File: src/hw/rtl/prts_pkg.sv
// Shared types and codes for the priority ready table scheduler.
`default_nettype none

package prts_pkg;

   localparam logic [2:0] ACT_CREATE  = 3'd0;
   localparam logic [2:0] ACT_POST    = 3'd1;
   localparam logic [2:0] ACT_SUSPEND = 3'd2;
   localparam logic [2:0] ACT_DELAY   = 3'd3;
   localparam logic [2:0] ACT_TICK    = 3'd4;

   typedef enum logic [0:0] {
      ST_IDLE,
      ST_EXEC
   } prts_state_type;

   typedef struct packed {
      logic [2:0]  action;
      logic [2:0]  task_index;
      logic [15:0] delay_ticks;
   } prts_req_type;

   typedef struct packed {
      logic [2:0] task_now;
      logic       switched;
      logic [7:0] ready_bits;
   } prts_rsp_type;

   typedef struct packed {
      logic capture;
      logic execute;
   } prts_cmd_type;

endpackage

`default_nettype wire

File: src/hw/rtl/prts_ctrl.sv
// Controller state machine: handshakes and sequencing of the datapath.
`default_nettype none

module prts_ctrl
   import prts_pkg::*;
(
   input  wire logic   clock,
   input  wire logic   reset,
   input  wire logic   req_valid,
   output logic        req_stall,
   output logic        rsp_valid,
   input  wire logic   rsp_stall,
   output prts_cmd_type cmd
);

   prts_state_type state_ff, state_in;
   logic           rsp_valid_ff, rsp_valid_in;
   logic           accept;

   assign accept = req_valid && !req_stall;

   always_comb begin
      state_in = state_ff;
      unique case (state_ff)
         ST_IDLE: begin
            if (accept) state_in = ST_EXEC;
         end
         ST_EXEC: begin
            state_in = ST_IDLE;
         end
         default: state_in = ST_IDLE;
      endcase
   end

   always_comb begin
      req_stall    = 1'b1;
      cmd.capture  = 1'b0;
      cmd.execute  = 1'b0;
      rsp_valid_in = rsp_valid_ff && rsp_stall;
      unique case (state_ff)
         ST_IDLE: begin
            // The result register is free or drains at this edge.
            req_stall   = rsp_valid_ff && rsp_stall;
            cmd.capture = req_valid && !(rsp_valid_ff && rsp_stall);
         end
         ST_EXEC: begin
            cmd.execute  = 1'b1;
            rsp_valid_in = 1'b1;
         end
         default: ;
      endcase
   end

   always_ff @(posedge clock) begin
      if (reset) begin
         state_ff     <= ST_IDLE;
         rsp_valid_ff <= 1'b0;
      end else begin
         state_ff     <= state_in;
         rsp_valid_ff <= rsp_valid_in;
      end
   end

   assign rsp_valid = rsp_valid_ff;

endmodule

`default_nettype wire

File: src/hw/rtl/prts_dpath.sv
// Datapath: ready bitmap, running level, wait counters and result register.
`default_nettype none

module prts_dpath
   import prts_pkg::*;
#(
   parameter int NUM_LEVELS = 8,
   parameter int TICK_BITS  = 16
)
(
   input  wire logic          clock,
   input  wire logic          reset,
   input  wire prts_cmd_type  cmd,
   input  wire prts_req_type  req_data,
   output prts_rsp_type       rsp_data
);

   localparam int LW = (NUM_LEVELS > 1) ? $clog2(NUM_LEVELS) : 1;
   localparam int PW = (LW > 3) ? LW : 3;
   localparam int MW = (NUM_LEVELS > 8) ? NUM_LEVELS : 8;
   localparam logic [LW-1:0] IDLE_LEVEL = LW'(NUM_LEVELS - 1);
   localparam logic [NUM_LEVELS-1:0] IDLE_MASK = {1'b1, {(NUM_LEVELS-1){1'b0}}};

   prts_req_type                 in_ff;
   prts_rsp_type                 rsp_ff, rsp_in;
   logic [NUM_LEVELS-1:0]        mask_ff, mask_in;
   logic [LW-1:0]                run_ff, run_in;
   logic [TICK_BITS-1:0]         wait_ff [NUM_LEVELS];
   logic [TICK_BITS-1:0]         wait_in [NUM_LEVELS];
   logic                         idx_ok;
   logic [LW-1:0]                idx_lvl;
   logic [TICK_BITS-1:0]         ticks;
   logic [PW-1:0]                run_wide;
   logic [MW-1:0]                mask_wide;

   assign idx_ok  = 32'(in_ff.task_index) < NUM_LEVELS;
   assign idx_lvl = LW'(in_ff.task_index);
   assign ticks   = TICK_BITS'(in_ff.delay_ticks);

   always_comb begin
      mask_in = mask_ff;
      wait_in = wait_ff;
      unique case (in_ff.action)
         ACT_CREATE: begin
            if (idx_ok) begin
               mask_in[idx_lvl] = 1'b1;
               wait_in[idx_lvl] = '0;
            end
         end
         ACT_POST: begin
            if (idx_ok) mask_in[idx_lvl] = 1'b1;
         end
         ACT_SUSPEND: begin
            mask_in[run_ff] = 1'b0;
         end
         ACT_DELAY: begin
            mask_in[run_ff] = 1'b0;
            wait_in[run_ff] = ticks;
         end
         ACT_TICK: begin
            for (int i = 0; i < NUM_LEVELS; i++) begin
               if (wait_ff[i] != '0) begin
                  wait_in[i] = wait_ff[i] - 1'b1;
                  if (wait_ff[i] == TICK_BITS'(1)) mask_in[i] = 1'b1;
               end
            end
         end
         default: ;
      endcase
   end

   // Lowest-numbered ready level wins; the idle level runs when none is ready.
   always_comb begin
      run_in = IDLE_LEVEL;
      for (int i = NUM_LEVELS - 1; i >= 0; i--) begin
         if (mask_in[i]) run_in = LW'(i);
      end
   end

   assign run_wide  = PW'(run_in);
   assign mask_wide = MW'(mask_in);

   always_comb begin
      rsp_in.task_now   = run_wide[2:0];
      rsp_in.switched   = run_in != run_ff;
      rsp_in.ready_bits = mask_wide[7:0];
   end

   always_ff @(posedge clock) begin
      if (cmd.capture) in_ff <= req_data;
      if (cmd.execute) rsp_ff <= rsp_in;
   end

   always_ff @(posedge clock) begin
      if (reset) begin
         mask_ff <= IDLE_MASK;
         run_ff  <= IDLE_LEVEL;
         for (int i = 0; i < NUM_LEVELS; i++) wait_ff[i] <= '0;
      end else if (cmd.execute) begin
         mask_ff <= mask_in;
         run_ff  <= run_in;
         wait_ff <= wait_in;
      end
   end

   assign rsp_data = rsp_ff;

endmodule

`default_nettype wire

File: src/hw/rtl/priority_ready_table_scheduler.sv
// Top level of the priority ready table scheduler: controller plus datapath.
// The request beat is captured in the idle state, the execute state loads the
// result register, and the result beat is offered from the edge that ends it.
// No request is taken in the execute state, so one request executes before the next is taken.
// A request is taken while the previous result waits only if that result drains.
// Reset is synchronous and active high: only the idle level is ready, the idle
// level runs, and all wait counters are zero.
`default_nettype none

module priority_ready_table_scheduler
   import prts_pkg::*;
#(
   parameter int NUM_LEVELS = 8,
   parameter int TICK_BITS  = 16
)
(
   input  wire logic         clock,
   input  wire logic         reset,
   input  wire logic         req_valid,
   output logic              req_stall,
   input  wire prts_req_type req_data,
   output logic              rsp_valid,
   input  wire logic         rsp_stall,
   output prts_rsp_type      rsp_data
);

   // Commands from the controller to the datapath: capture latches the request
   // beat, execute applies the action and loads the result register.
   prts_cmd_type cmd;

   prts_ctrl u_ctrl (
      .clock     (clock),
      .reset     (reset),
      .req_valid (req_valid),
      .req_stall (req_stall),
      .rsp_valid (rsp_valid),
      .rsp_stall (rsp_stall),
      .cmd       (cmd)
   );

   // The datapath holds the ready bitmap, the running level and one wait
   // counter per level. All nonzero counters decrement side by side on a tick, and a
   // priority encoder picks the next running level in the execute cycle.
   prts_dpath #(
      .NUM_LEVELS (NUM_LEVELS),
      .TICK_BITS  (TICK_BITS)
   ) u_dpath (
      .clock    (clock),
      .reset    (reset),
      .cmd      (cmd),
      .req_data (req_data),
      .rsp_data (rsp_data)
   );

`ifndef SYNTHESIS
   // While one request is being executed no second one may be taken.
   assert property (@(posedge clock) disable iff (reset)
      (req_valid && !req_stall) |=> req_stall)
      else $error("request accepted during execute");

   // Every accepted request yields a result beat once the execute state has loaded it.
   assert property (@(posedge clock) disable iff (reset)
      (req_valid && !req_stall) |-> ##2 rsp_valid)
      else $error("result beat missing after request");

   // Execute only ever follows a capture in the previous cycle.
   assert property (@(posedge clock) disable iff (reset)
      cmd.execute |-> $past(cmd.capture))
      else $error("execute without captured request");
`endif

endmodule

`default_nettype wire

File: config.mk
export PLATFORM = sky130hd
export DESIGN_NAME = priority_ready_table_scheduler
export DESIGN_NICKNAME = d
export VERILOG_FILES = /design/src/hw/rtl/prts_pkg.sv /design/src/hw/rtl/prts_ctrl.sv /design/src/hw/rtl/prts_dpath.sv /design/src/hw/rtl/priority_ready_table_scheduler.sv
export SDC_FILE = /design/constraint.sdc
export NUM_CORES = 1
export LEC_CHECK = 0
export ABC_AREA = 1
export BUFFER_PORTS_ARGS = -buffer_cell sky130_fd_sc_hd__buf_2
export CAP_MARGIN = 20
export CORE_MARGIN = 2
export CORE_UTILIZATION = 50
export DETAILED_ROUTE_END_ITERATION = 8
export PLACE_DENSITY = 0.69
export RECOVER_POWER = 50
export SLEW_MARGIN = 30
export SYNTH_ARGS = -nofsm -noshare
export SYNTH_HDL_FRONTEND = slang
export SYNTH_SLANG_ARGS = --single-unit
File: constraint.sdc
create_clock -name clock -period 2.3 [get_ports clock]
set_clock_uncertainty 0.15 [all_clocks]
set_input_delay 0.115 -clock clock [delete_from_list [all_inputs] [get_ports clock]]
set_output_delay 0.115 -clock clock [all_outputs]
set_load 0.03 [all_outputs]
==> results of run 1 <==
[report_power, final]
group	internal [W]	switching, W
Clock	0.00148	0.00148
Sequential	0.00322	0.000131
Combinational	0.000492	0.000967
[flip-flops by register name, indices dropped and copies added, names as in the netlist]
name / flops
u_dpath.in_ff: 3
u_dpath.ticks: 16
u_dpath.idx_lvl: 3
u_dpath.run_ff: 3
u_ctrl.rsp_valid: 1
u_dpath.rsp_data: 12
u_dpath.mask_ff: 8
u_ctrl.state_ff: 1
u_dpath.wait_ff: 128
[final cells by class]
class	count	area, µm²	share of cell area
multi-input cells	1404	7070	0.497
flip-flops and latches	175	3840	0.271
repair buffers	193	1450	0.102
inverters	229	865	0.0608
clock buffers	19	443	0.0312
well taps	319	399	0.0281
clock inverters	13	144	0.0101
[per-stage QoR]
stage	hold WS [ps]	cells	util
3_3_place_gp	141	2286	0.565
3_5_place_dp	143	2286	0.565
2_1_floorplan	63.9	1884	-
5_1_grt	221	2352	0.604
4_1_cts	205	2344	0.601
6_report	219	2352	0.604
[logic make-up (layout without fill, tap and decap cells)]
logic type | count (synthesis) | count (layout) | synth area share
compound gates | 545 | 545 | 0.261
xor+xnor | 3 | 3 | 0.00218
fa+ha+maj | 22 | 22 | 0.0228
buf+inv | 305 | 454 | 0.0994
flops | 175 | 175 | 0.319
simple gates | 834 | 834 | 0.296
[repair_timing]
action                                  4_1_cts  5_1_grt
hold endpoints to repair                     48        0
hold buffers                                 26        0
gates resized for setup                       0       18
endpoints found under the setup margin        0       40
setup buffers                                 0        8
[how the worst max path moves through the flow]
stage | to | slack, ps | depth (start not counted)
after floorplan | u_dpath.rsp_data[8] | 230 | 13
after global placement | u_dpath.rsp_data[8] | 60 | 13
after detailed placement | u_dpath.rsp_data[8] | 90 | 13
after CTS | u_dpath.rsp_data[8] | 60 | 13
after global routing | u_dpath.wait_ff[127] | -20 | 14
final | u_dpath.rsp_data[8] | 110 | 13
[layout by cell type, fill, tap and decap left out, types with 4 or more instances in the layout]
cell and count:
o31ai_1 4, o21ai_0 218, nor2_1 177, clkbuf_1 23, edfxtp_1 34, a41oi_1 4, dlygate4sd3_1 26, o22ai_1 24
nor3_1 60, inv_1 219, o221ai_1 5, nor2_2 9, ha_1 22, nor3_2 4, a221oi_1 11, a21oi_1 154
or2_2 18, inv_8 4, a22oi_1 9, nor4_1 5, buf_12 6, inv_2 7, clkbuf_16 17, a31oi_1 59
o211ai_1 17, nand4_1 30, o32ai_1 9, buf_4 114, nand3_1 132, dfxtp_1 140, nand2_1 388, nand2_2 5
a32o_1 7, buf_2 22
[routing by layer]
layer	track usage	wire length (µm)	up-vias
met5	0	0	-
met4	0.165	2060	0
met3	0.0662	3890	128
met2	0.536	19600	747
met1	0.426	17800	6446
li1	-	-	6752
==> results.py, run 1 <==
metrics = {
    "outcome": {
        "outcome": "finished clean",
    },
    "synthesis": {
        "synth_area_leaders": "dfxtp_1 (23%), nand2_1 (12%), o21ai_0 (9.0%)",
        "ys_types": 49,
        "ys_top_cells_by_count": "nand2_1 (389), inv_1 (220), o21ai_0 (218)",
        "syn_area_um2": 12100,
        "syn_inst": 1884,
        "synth_most_common_cell": "nand2_1",
        "synth_top_area_frac": 0.234,
        "async_reset_ff_frac": 0,
        "syn-num-nets": 1932,
        "synth_top_cell_by_area": "dfxtp_1",
        "synth_ff_type": "dfxtp_1",
        "yosysWarnings": 0,
        "yosysSeqAreaShare": 0.319,
        "synth_seq_cells": 175,
        "syn_area_per_cell_um2": 6.40,
        "synth-edff-count": 34,
    },
    "layout": {
        "fin_nets": 2068,
        "drive_gt1_frac": 0.115,
        "antenna_cells_inserted": 0,
        "n_fill_cell": 2290,
        "area_growth_pct": 17.8,
        "fin_area_um2": 14200,
    },
    "drt": {
        "first_iter_violations": 1708,
        "post_drt_wl_per_cell_um": 18.4,
        "drc": 0,
        "ant_nets": 0,
        "drtPass1Iterations": 6,
        "wirelength_um": 43300,
        "detail_route.vias_per_cell": 5.98,
        "num_vias": 14073,
    },
    "setup_path": {
        "critPathLaunchType": "register",
        "crit_required_ps": 2360,
        "rr_endpoint": "u_dpath.rsp_data[8]",
        "critical-path-slowest-cell": "edfxtp_1",
        "arrival_ps": 2250,
        "critical_path.cell_chain": "nor2_4 > nand2_2 > buf_4 > nor2_2 > nand3_2 > nand2_1 > nor2_2 > nand2_1 > nand2_1 > nand3_1 > nand2_1 > nor2_1 > nand3_1",
        "reg2reg_depth": 13,
        "critPathMaxFanout": 5,
        "r2r_slack_ps": 110,
        "path_buf_inv": 1,
        "path_class": "register to register",
        "critPathLaunch": "u_dpath.in_ff[19]",
        "cpMostUsedCell": "nand2_1",
        "cp_slowest_stage_delay_ps": 430,
        "rr_startpoint": "u_dpath.in_ff[19]",
        "crit_family": "simple AND/OR/NAND/NOR gates",
        "end_kind": "register",
    },
    "global_route": {
        "grt_max_degree": 47,
        "antenna_found_initial": 1,
        "grt_pass1_wl_um": 67600,
        "track_usage": 0.333,
        "grt-ovfl-total": 0,
        "grt_pass1_vias": 12915,
    },
    "job": {
        "maxCapViolations": 0,
    },
    "place": {
        "dp_hpwl_um": 29700,
        "io_buffer_count": 39,
        "placed_area_um2": 13300,
        "place_ws_ps": 91.1,
        "gp_congestion": 1.05,
    },
    "pwr": {
        "total_power_w": 0.00778,
        "leakage_nw": 5.95,
        "p_per_area_nw_per_um2": 548,
        "peakVddDrop_mv": 0.484,
    },
    "hold_path": {
        "whs_path_depth": 2,
        "min_to": "u_dpath.ticks[11]",
        "holdCritPathClass": "primary input to register",
        "hp-start": "req_data[11]",
    },
    "timing": {
        "tightest_slew_ps": 1060,
        "tns_ps": 0,
        "finalHoldViolations": 0,
        "setup_violations": 0,
        "period_share": 0.950,
        "timing.final.crit_period_ps": 2190,
        "drv_slew": 0,
        "worst_slew_margin_rel": 0.291,
        "finalWorstSetupSlack_ps": 114,
        "max_freq_mhz": 457,
    },
    "floorplanning": {
        "rows": 56,
        "die_area_um2": 25400,
        "io_pins": 40,
        "design.core.area_um2": 23500,
        "die_height_um": 159,
        "initial_utilization": 0.512,
        "die_x_um": 159,
    },
    "clocking": {
        "clock-sinks": 175,
        "cts_buffers": 17,
        "clock_path_buffers": 2,
        "cts_tree": "yes",
        "worstSkewPairLatency_ps": 450,
        "path_clk_slew_ps": 80,
        "cts_root_buf": "clkbuf_16",
        "htree_levels": 4,
    },
}
Power figures use the tool's default switching activity.
==> run 2, diff against run 1 <==
--- a/config.mk
+++ b/config.mk
@@ -13,6 +13,7 @@
 export DETAILED_ROUTE_END_ITERATION = 8
 export PLACE_DENSITY = 0.69
 export RECOVER_POWER = 50
+export REMOVE_ABC_BUFFERS = 1
 export SLEW_MARGIN = 30
 export SYNTH_ARGS = -nofsm -noshare
 export SYNTH_HDL_FRONTEND = slang
==> run 2 against run 1 <==
Effect of this change:
- setup slack got worse by 84 ps
- first-iteration DRC count increased by 3.2%
- sequential share of layout area about the same
- die area unchanged
- critical endpoint unchanged
- critical path type unchanged
- clock power about the same
- sequential cell count unchanged
- largest cell class unchanged
- largest power group unchanged
==> results.py, run 2 (same netlist as run 1, synthesis figures left out) <==
metrics = {
    "timing": {
        "rsz0062_at_grt": "true",
        "setup_violations": 0,
        "finalWorstSetupSlack_ps": 29.8,
        "drv_slew": 0,
        "max_freq_mhz": 440,
        "timing.final.crit_period_ps": 2270,
        "tns_ps": 0,
        "tightest_slew_ps": 1270,
        "period_share": 0.987,
        "finalHoldViolations": 0,
        "worst_slew_margin_rel": 0.151,
    },
    "drt": {
        "wirelength_um": 43000,
        "ant_nets": 0,
        "post_drt_wl_per_cell_um": 18.4,
        "num_vias": 13930,
        "drtPass1Iterations": 6,
        "first_iter_violations": 1763,
        "detail_route.vias_per_cell": 5.95,
        "drc": 0,
    },
    "global_route": {
        "grt_pass1_wl_um": 66700,
        "antenna_found_initial": 0,
        "grt-ovfl-total": 0,
        "grt_pass1_vias": 12615,
        "grt_max_degree": 106,
        "track_usage": 0.327,
    },
    "setup_path": {
        "critPathLaunchType": "register",
        "cp_slowest_stage_delay_ps": 460,
        "critical_path.cell_chain": "nor2_4 > nand2_2 > buf_6 > buf_12 > nor2_1 > nand4_1 > nand3_2 > nand2_1 > nand2_1 > nand2_1 > nand2_1 > nand2_1 > nand3_1 > nand3_1",
        "crit_required_ps": 2330,
        "end_kind": "register",
        "arrival_ps": 2300,
        "critical-path-slowest-cell": "edfxtp_1",
        "critPathMaxFanout": 21,
        "cpMostUsedCell": "nand2_1",
        "path_class": "register to register",
    },
    "layout": {
        "layout_common_cells": "nand2_1 (387), inv_1 (218), o21ai_0 (217)",
        "fin_nets": 2057,
        "fin_area_um2": 14200,
        "antenna_cells_inserted": 0,
        "mostFrequentLayoutCell": "nand2_1",
        "area_growth_pct": 17.8,
        "largest_register_ffs": 128,
        "drive_gt1_frac": 0.115,
        "n_fill_cell": 2289,
        "top_register": "u_dpath.wait_ff",
    },
    "place": {
        "placed_area_um2": 13300,
        "gp_congestion": 0.964,
        "io_buffer_count": 39,
        "place_ws_ps": 24.3,
        "dp_hpwl_um": 28600,
    },
    "clocking": {
        "htree_levels": 4,
        "worstSkewPairLatency_ps": 450,
        "cts_tree": "yes",
        "cts_root_buf": "clkbuf_16",
        "clock_path_buffers": 2,
        "path_clk_slew_ps": 80,
        "clock-sinks": 175,
        "cts_buffers": 17,
    },
    "job": {
        "maxCapViolations": 0,
    },
    "pwr": {
        "total_power_w": 0.00777,
        "leakage_nw": 5.94,
        "p_per_area_nw_per_um2": 547,
        "peakVddDrop_mv": 0.460,
    },
    "floorplanning": {
        "rows": 56,
        "design.core.area_um2": 23500,
        "die_x_um": 159,
        "die_height_um": 159,
        "die_area_um2": 25400,
        "io_pins": 40,
        "initial_utilization": 0.512,
    },
    "hold_path": {
        "holdCritPathClass": "primary input to register",
    },
    "outcome": {
        "outcome": "finished clean",
    },
}
==> run 2: per-layer routing <==
metal  up-vias  share of wire  global-route usage
met1      6369           0.41               0.439
met2       717           0.45               0.518
met4         0          0.046               0.153
met3       116          0.099              0.0513
li1       6728              -                   -
met5         -              0                   0
==> run 2: final timing paths <==
check                                   startpoint              endpoint  slack [ps]  cells after the start
worst min-delay path                         reset  u_dpath.wait_ff[126]          90                      3
worst max register to register   u_dpath.in_ff[19]   u_dpath.rsp_data[8]          30                     14
worst min register to register  u_dpath.mask_ff[7]    u_dpath.mask_ff[7]         320                      2
worst max-delay path             u_dpath.in_ff[19]   u_dpath.rsp_data[8]          30                     14
==> run 2: report_power, final <==
group	leakage, nW	switching (W)	internal [W]
sequential	1.46	0.000140	0.00322
clock	0.289	0.00149	0.00147
combinational	4.19	0.000963	0.000488
==> run 2: critical path, delay by kind of cell (launching register included) <==
family                 cells  cell delay, ps
and+or+nand+nor           12            1080
DFF                        1             460
buffers and inverters      2             320
==> run 2: cell type report <==
type | count | area (µm²) | share of cell area
Clock buffer | 17 | 425 | 0.0299
Clock inverter | 15 | 169 | 0.0119
Inverter | 229 | 865 | 0.0608
Multi-Input combinational cell | 1404 | 7080 | 0.498
Sequential cell | 175 | 3850 | 0.271
Tap cell | 319 | 399 | 0.0281
Timing Repair Buffer | 182 | 1430 | 0.101
==> run 2: repair_timing <==
action / CTS / global route
hold endpoints to repair: 24 / 0
gates resized for setup: 1 / 25
pin swaps: 0 / 1
hold buffers: 24 / 0
cloned: 0 / 2
buffers inserted: 0 / 4
endpoints found under the setup margin: 1 / 55
==> run 2: metrics by stage <==
step / hold slack [ps] / instances / utilization
2_1_floorplan: 34.1 / 1808 / -
3_3_place_gp: 141 / 2279 / 0.563
3_5_place_dp: 143 / 2279 / 0.563
4_1_cts: 102 / 2335 / 0.599
5_1_grt: 127 / 2341 / 0.604
6_report: 90.1 / 2341 / 0.604
==> run 3, diff against run 2 <==
--- a/config.mk
+++ b/config.mk
@@ -11,6 +11,7 @@
 export CORE_MARGIN = 2
 export CORE_UTILIZATION = 50
 export DETAILED_ROUTE_END_ITERATION = 8
+export MAX_ROUTING_LAYER = met4
 export PLACE_DENSITY = 0.69
 export RECOVER_POWER = 50
 export REMOVE_ABC_BUFFERS = 1
==> run 3 against run 2 <==
Effect of this change:
- hold slack improved by 10 ps
- core utilization rose by 0.52 points
- clock-buffer cell count rose by 1
- cell count rose by 0.26%
- critical path type unchanged
==> results.py, run 3 (same netlist as run 1, synthesis figures left out) <==
metrics = {
    "outcome": {
        "outcome": "finished clean",
    },
    "layout": {
        "top_register": "u_dpath.wait_ff",
        "layout_common_cells": "nand2_1 (388), inv_1 (217), o21ai_0 (217)",
        "final_cells": 2347,
        "drive_gt1_frac": 0.120,
        "utilization": 0.609,
        "area_growth_pct": 18.9,
        "largest_register_ffs": 128,
        "fin_nets": 2062,
        "mostFrequentLayoutCell": "nand2_1",
    },
    "timing": {
        "rsz0062_at_grt": "true",
        "worst_slew_margin_rel": 0.171,
        "setup_violations": 0,
        "tightest_slew_ps": 1240,
        "finalHoldViolations": 0,
        "holdWs_ps": 101,
        "period_share": 0.940,
        "drv_slew": 0,
        "timing.final.crit_period_ps": 2160,
        "max_freq_mhz": 462,
    },
    "floorplanning": {
        "die_area_um2": 25400,
        "design.core.area_um2": 23500,
        "initial_utilization": 0.512,
        "rows": 56,
        "die_x_um": 159,
        "io_pins": 40,
        "die_height_um": 159,
    },
    "hold_path": {
        "holdCritPathClass": "primary input to register",
    },
    "pwr": {
        "clkPwrFrac": 0.403,
        "p_per_area_nw_per_um2": 564,
        "leakage_nw": 6.00,
        "p_int_w": 0.00560,
        "pwr-share-comb": 0.181,
        "p_sw_frac": 0.308,
        "p_seq_frac": 0.415,
        "p_switching_w": 0.00249,
        "peakVddDrop_mv": 0.362,
    },
    "global_route": {
        "grt_pass1_wl_um": 68100,
        "use_met1": 0.431,
        "grt_max_degree": 106,
        "met3_usage": 0.0604,
        "grt_util_met2": 0.539,
        "antenna_found_initial": 1,
        "grt_pass1_vias": 12780,
        "busiest_layer": "met2",
        "grt-ovfl-total": 0,
        "track_usage": 0.343,
    },
    "setup_path": {
        "end_kind": "register",
        "critPathMaxFanout": 9,
        "arrival_ps": 2320,
        "path_class": "register to register",
        "cp_slowest_stage_delay_ps": 440,
        "cpMostUsedCell": "inv_1",
        "crit_required_ps": 2450,
        "critical-path-slowest-cell": "edfxtp_1",
        "critical_path.cell_chain": "nor2_4 > inv_1 > a21oi_4 > buf_12 > inv_1 > a31oi_4 > nand2_2 > o21ai_0 > a21oi_1",
        "critPathLaunchType": "register",
    },
    "clocking": {
        "clock-sinks": 175,
        "path_clk_slew_ps": 70,
        "cts_root_buf": "clkbuf_16",
        "cts_buffers": 17,
        "worstSkewPairLatency_ps": 440,
        "cts_tree": "yes",
        "clock_path_buffers": 2,
        "htree_levels": 4,
    },
    "drt": {
        "detail_route.vias_per_cell": 5.96,
        "drtPass1Iterations": 6,
        "num_vias": 13984,
        "wirelength_um": 43500,
        "post_drt_wl_per_cell_um": 18.5,
        "first_iter_violations": 1683,
        "drc": 0,
        "ant_nets": 0,
    },
    "place": {
        "gp_congestion": 0.948,
        "io_buffer_count": 39,
        "place_inst": 2288,
        "dp_hpwl_um": 29400,
    },
    "job": {
        "maxCapViolations": 0,
    },
}
[run 3: cell count changes in the layout (fill, tap and decap cells not counted), sizes merged, moves of 2 or more]
cell | before | now
inv | 235 | 233
bufinv | 0 | 4
clkinv | 8 | 6
buf | 134 | 143
clkbuf | 41 | 38
[run 3: final cells by class]
cell class / instances / area, µm²
repair buffers: 187 / 1480
multi-input cells: 1404 / 7090
flip-flops and latches: 175 / 3850
clock buffers: 18 / 439
well taps: 319 / 399
diodes: 1 / 2.50
clock inverters: 14 / 203
fillers: 2247 / 9210
inverters: 229 / 872
[run 3: worst paths after layout]
| check | slack, ps | to | from | cells past startpoint |
|---|---|---|---|---|
| max | 140 | u_dpath.wait_ff[114] | u_dpath.in_ff[20] | 9 |
| min | 100 | u_ctrl.state_ff | reset | 3 |
| max reg2reg | 140 | u_dpath.wait_ff[114] | u_dpath.in_ff[20] | 9 |
| min reg2reg | 320 | u_dpath.wait_ff[30] | u_dpath.wait_ff[30] | 2 |
[run 3: routing by layer]
| metal | up-vias | wire [µm] |
|---|---|---|
| met5 | - | 0 |
| met2 | 692 | 19600 |
| li1 | 6739 | - |
| met4 | 0 | 2150 |
| met1 | 6420 | 17600 |
| met3 | 133 | 4060 |
[run 3: worst max-delay path, delay by kind of cell (launching register included)]
kind | cells | cell delay [ps]
flops | 1 | 440
buf+inv | 3 | 350
simple gates | 2 | 400
compound gates | 4 | 690
[run 3: repair_timing]
item                                    in CTS  in global routing
pin swaps                                    0                  1
endpoints found under the hold margin       24                  0
gates cloned                                 0                  1
resized for setup                            1                 37
hold buffers                                24                  0
endpoints found under the setup margin       6                 49
buffers inserted                             0                  1
[run 3: stage by stage]
stage	setup TNS [ps]	setup slack (ps)	total power, W	area, µm²
after floorplan	-131320	-1290	0.00416	11700
after global placement	0	25.6	0.00477	13300
after detailed placement	-71.3	-40.9	0.00478	13300
after CTS	0	8.17	0.00802	14200
after global routing	-12.7	-11.2	0.00834	14300
final	0	138	0.00809	14300
[run 3: power groups by stage]
stage	logic, W	clock network, W	registers, W
floorplan	0.000767	0	0.00339
global placement	0.00135	0	0.00342
detailed placement	0.00137	0	0.00342
CTS	0.00140	0.00327	0.00335
global route	0.00160	0.00338	0.00336
finish	0.00147	0.00326	0.00336
